[config.mk]
export PLATFORM = sky130hd
export DESIGN_NAME = nrmb_divider
export DESIGN_NICKNAME = d
export VERILOG_FILES = /design/src/rtl/nrmb_pkg.sv /design/src/rtl/nrmb_divider.sv
export SDC_FILE = /design/constraint.sdc
export NUM_CORES = 1
export LEC_CHECK = 0
export BUFFER_PORTS_ARGS = -buffer_cell sky130_fd_sc_hd__buf_2
export CAP_MARGIN = 10
export CORE_MARGIN = 2
export CORE_UTILIZATION = 30
export DETAILED_ROUTE_END_ITERATION = 7
export REMOVE_ABC_BUFFERS = 1
export SYNTH_ARGS = -nofsm -noshare
export SYNTH_HDL_FRONTEND = slang
export SYNTH_SLANG_ARGS = --single-unit
export TNS_END_PERCENT = 10
[constraint.sdc]
create_clock -name clock -period 3 [get_ports clock]
set_input_delay 0.15 -clock clock [delete_from_list [all_inputs] [get_ports clock]]
set_output_delay 0.15 -clock clock [all_outputs]
set_load 0.01 [all_outputs]
[src/rtl/nrmb_pkg.sv]
package nrmb_pkg;

   localparam int STATE_BITS = 5;
   localparam int SLOT_BITS = 6;
   localparam int VALUE_BITS = 24;
   localparam int ENTRY_BITS = 32;
   localparam int PROD_BITS = 48;
   localparam int SUM_BITS = 56;
   localparam int AVG_BITS = 48;
   localparam int NUM_BITS = 64;

   typedef enum logic [2:0] {
      ACT_LOAD_FREQ = 3'd0,
      ACT_LOAD_RATE = 3'd1,
      ACT_LOAD_MAP  = 3'd2,
      ACT_COMPUTE   = 3'd3,
      ACT_READ_ROW  = 3'd4
   } action_type;

   typedef struct packed {
      logic [2:0]            action;
      logic [STATE_BITS-1:0] row;
      logic [STATE_BITS-1:0] col;
      logic [SLOT_BITS-1:0]  rate_slot;
      logic [VALUE_BITS-1:0] value;
   } req_type;

   typedef struct packed {
      logic [STATE_BITS-1:0]        out_row;
      logic [STATE_BITS-1:0]        out_col;
      logic signed [ENTRY_BITS-1:0] entry;
      logic                         last;
   } rsp_type;

   typedef struct packed {
      logic                start;
      logic [NUM_BITS-1:0] num;
      logic [AVG_BITS-1:0] den;
   } div_cmd_type;

   typedef struct packed {
      logic                done;
      logic [NUM_BITS-1:0] quot;
   } div_rsp_type;

   function automatic logic [ENTRY_BITS-1:0] saturate(input logic [NUM_BITS-1:0] mag,
                                                      input logic neg);
      logic [ENTRY_BITS-1:0] res;
      if (!neg) begin
         res = (mag > 64'h7FFF_FFFF) ? 32'h7FFF_FFFF : mag[ENTRY_BITS-1:0];
      end else if (mag >= 64'h8000_0000) begin
         res = 32'h8000_0000;
      end else begin
         res = 32'd0 - mag[ENTRY_BITS-1:0];
      end
      return res;
   endfunction

endpackage

[src/rtl/nrmb_divider.sv]
module nrmb_divider (
   input  logic                  clock,
   input  logic                  reset,
   input  nrmb_pkg::div_cmd_type cmd,
   output nrmb_pkg::div_rsp_type rsp
);

   localparam int NB = nrmb_pkg::NUM_BITS;

   logic [NB-1:0] quot_ff, quot_in;
   logic [NB:0] rem_ff, rem_in;
   logic [nrmb_pkg::AVG_BITS-1:0] den_ff, den_in;
   logic [6:0] cnt_ff, cnt_in;
   logic busy_ff, busy_in;
   logic done_ff, done_in;
   logic [NB:0] trial;

   always_comb begin
      quot_in = quot_ff;
      rem_in = rem_ff;
      den_in = den_ff;
      cnt_in = cnt_ff;
      busy_in = busy_ff;
      done_in = 1'b0;
      trial = {rem_ff[NB-1:0], quot_ff[NB-1]};
      if (cmd.start) begin
         quot_in = cmd.num;
         rem_in = '0;
         den_in = cmd.den;
         cnt_in = 7'(NB);
         busy_in = 1'b1;
      end else if (busy_ff) begin
         if (trial >= {17'd0, den_ff}) begin
            rem_in = trial - {17'd0, den_ff};
            quot_in = {quot_ff[NB-2:0], 1'b1};
         end else begin
            rem_in = trial;
            quot_in = {quot_ff[NB-2:0], 1'b0};
         end
         cnt_in = cnt_ff - 7'd1;
         if (cnt_ff == 7'd1) begin
            busy_in = 1'b0;
            done_in = 1'b1;
         end
      end
   end

   always_ff @(posedge clock) begin
      if (reset) begin
         busy_ff <= 1'b0;
         done_ff <= 1'b0;
         cnt_ff <= '0;
      end else begin
         busy_ff <= busy_in;
         done_ff <= done_in;
         cnt_ff <= cnt_in;
      end
      quot_ff <= quot_in;
      rem_ff <= rem_in;
      den_ff <= den_in;
   end

   assign rsp.done = done_ff;
   assign rsp.quot = quot_ff;

endmodule

==> reports/metrics.cfg <==
[yosys]
syn_area_mm2=0.0107
yosysMostFrequentCell=nand2_1
synthFlopType=edfxtp_1
synth_area_per_cell_um2=9.82
synth_cell_type_count=73
synthArstFlopShare=0
synth_edf_count=112
synthTopCellsByArea=edfxtp_1 31%, dfxtp_1 14%, mux2_2 6.9%, ha_1 5.9%, nand2_1 4.5%
syn-instance-count=1088
ys_top_cells_by_count=127 x nand2_1, 112 x edfxtp_1, 93 x nor2_1
ys_warn_count=0
yosysTopAreaCellShare=0.315
ys_ff_latch=185
synth_top_area_cell=edfxtp_1
yosysSeqAreaShare=0.452

[global_route]
grt-ovfl-total=0
grt_pass1_wl_um=49800
top_usage_layer=met2
track_usage=0.170
grtUsageMet1=0.213
grt_max_degree=66
antenna_found_initial=0
grt_pass1_vias=9741
use_met2=0.289
grt_use_met3=0.0418

[layout]
fillers=3325
layoutNonFillerInstCount=1956
area_growth_pct=43.8
finalInstanceArea_mm2=0.0154
n_antenna_cell=0
final_nets=1648
layout-drive-gt1-share=0.355
final_core_util=0.435

[die]
die_h_um=193
ios=180
start_util=0.303
row_count=69
core_area_mm2=0.0353
dieArea_mm2=0.0371
die_w_um=193

[setup_path]
crit_end=quot_ff[0]$_DFFE_PP_
crit_fanout=11
end_kind=flop
r2r_end=quot_ff[0]$_DFFE_PP_
required_ps=3210
ff2ff_setup_slack_ps=-9
r2r-start=den_ff[4]$_DFFE_PP_
worst_r2r_path_depth=13
path_class=reg -> reg
crit_arrival_ps=3220
critPathLaunchType=flop
cp-startpoint=den_ff[4]$_DFFE_PP_

[detailed_routing]
vias_per_cell=4.90
ant_nets=0
routedWlPerCell_um=16.0
first_pass_iters=5
wirelength_um=31300
drt_iter0_drc=441
num_vias=9592
drc=0

[run]
cap_violations=0

[clock_tree]
clockRootBuffer=clkbuf_16
cts_tree=yes
cts_sinks=185
cts_made_buffers=17
cts_max_level=4
insertion_delay_ps=470
clk_path_buf_depth=2
clk_pin_slew_ps=70

[pwr]
cellPowerDensity_mw_per_mm2=557
leakage_uw=0.00638
vdd_drop_max_mv=0.417

[sta]
max_freq_ghz=0.332
fin_crit_ps=3010
timing.final.crit_share=1.00
drv_slew=0
setup_slack_ps=-8.51
setup_viol_count_final=3
hold_viol=0
max_slew.worst_pin.slew_ps=761
relSlewSlack=0.491
skew_ps=12.2
grt_setup_unrepaired=true

[placed_design]
preCtsSetupSlack_ps=-257
io_buffers=179
dpl-instance-area_mm2=0.0130
dp_hpwl_um=21600
gp_congestion=0.869
dp.cells=1803

[outcome]
status=finished, violations left
violations=setup timing

[hold_path]
hold_class=in -> reg

-- cells by family (layout without fill, tap and decap cells) --
group / after synthesis / count (layout) / share of synthesized area
compound gates: 251 / 251 / 0.161
xor+xnor: 65 / 65 / 0.0533
fa+ha+maj: 51 / 51 / 0.0604
buf+inv: 128 / 535 / 0.0484
flops: 185 / 185 / 0.452
mux: 67 / 67 / 0.0704
simple gates: 341 / 341 / 0.155
-- worst max-delay path, cell delays in order (launching register included) --
cell,delay (ps)
edfxtp_1,390
inv_2,80
ha_4,220
a21o_1,180
a31oi_2,220
a211oi_4,110
o311ai_2,240
buf_4,190
a211oi_4,70
o211a_4,280
or2_4,250
buf_12,150
buf_4,130
mux2_2,250
-- layer usage --
layer  wire length, um  vias to the layer above
li1                  -                     4741
met1             13900                     4573
met2             15300                      244
met3              1600                       34
met4               454                        0
met5                 0                        -
-- cell type report --
class                      instances  area, um2  share of cell area
clock buffer                      18        429              0.0279
clock inverter                    14        171              0.0112
inverter                          62        233              0.0151
multi-input combinational        775       5840               0.380
sequential                       185       4830               0.314
tap                              461        577              0.0375
timing repair buffer             441       3290               0.214
-- flip-flops by register name (all words and copies together), names as in the netlist --
signal / count
rem_ff: 64
cnt_ff: 7
done_ff: 1
den_ff: 48
busy_ff: 1
quot_ff: 64
-- cells in the final DEF, fill, tap and decap left out, types with 4 or more instances in the layout --
master | netlist | layout
and2_1 | 6 | 6
dfxtp_1 | 73 | 72
buf_6 | 2 | 5
nor3_2 | 3 | 4
nand2_1 | 127 | 123
nand4_1 | 20 | 20
a21oi_2 | 0 | 14
a21oi_1 | 76 | 60
mux2_2 | 65 | 65
nor4_1 | 9 | 9
o21ai_0 | 40 | 31
ha_1 | 50 | 41
edfxtp_1 | 112 | 112
a311oi_2 | 0 | 12
o21a_1 | 4 | 4
o21ai_2 | 0 | 4
nand3_1 | 16 | 15
nor2b_1 | 7 | 5
xor2_1 | 18 | 18
nor3_1 | 15 | 13
a211oi_1 | 20 | 15
o211ai_1 | 6 | 6
buf_4 | 2 | 137
clkbuf_16 | 0 | 19
a311oi_1 | 30 | 18
o21ai_1 | 8 | 13
a21o_1 | 14 | 14
xnor2_1 | 47 | 46
o21bai_1 | 9 | 8
buf_12 | 0 | 7
or3_1 | 4 | 4
nor4_4 | 1 | 5
inv_1 | 62 | 59
nand2b_1 | 7 | 7
ha_4 | 0 | 7
buf_2 | 10 | 178
nor2_1 | 93 | 91
dlygate4sd3_1 | 0 | 111
a211oi_2 | 3 | 6
a31oi_1 | 7 | 6
-- worst min path at each step --
| stage | from | end | depth (start not counted) |
|---|---|---|---|
| after floorplan | cmd[112] | rem_ff[57]$_SDFFE_PP0P_ | 1 |
| after global placement | cmd[2] | den_ff[2]$_DFFE_PP_ | 1 |
| after detailed placement | cmd[8] | den_ff[8]$_DFFE_PP_ | 1 |
| after CTS | cmd[67] | quot_ff[19]$_DFFE_PP_ | 2 |
| after global routing | cmd[67] | quot_ff[19]$_DFFE_PP_ | 2 |
| final | cmd[67] | quot_ff[19]$_DFFE_PP_ | 2 |
-- per-stage QoR --
stage | hold WS [ps] | total power [uW] | setup TNS (ps)
final | 31.4 | 8560 | -19.8
after global routing | 20.1 | 9030 | -5990
after CTS | 12.0 | 8410 | -111
after detailed placement | 328 | 5820 | -9730
after global placement | 328 | 5790 | -5750
after floorplan | 215 | 4770 | -110110
-- report_power, final --
group          switching, uW  total, uW  internal [uW]
combinational           1550       3010           1460
sequential               176       3160           2990
clock                   1070       2380           1320
total                   2790       8560           5760
-- repair_timing --
item / in CTS / in global routing
gates resized for setup: 40 / 76
setup endpoints to repair: 63 / 65
gates cloned: 0 / 2
setup buffers: 2 / 6
hold endpoints to repair: 112 / 0
pin swaps: 14 / 56
hold buffers: 111 / 0
Note: power is estimated with default switching activity, not from simulation.
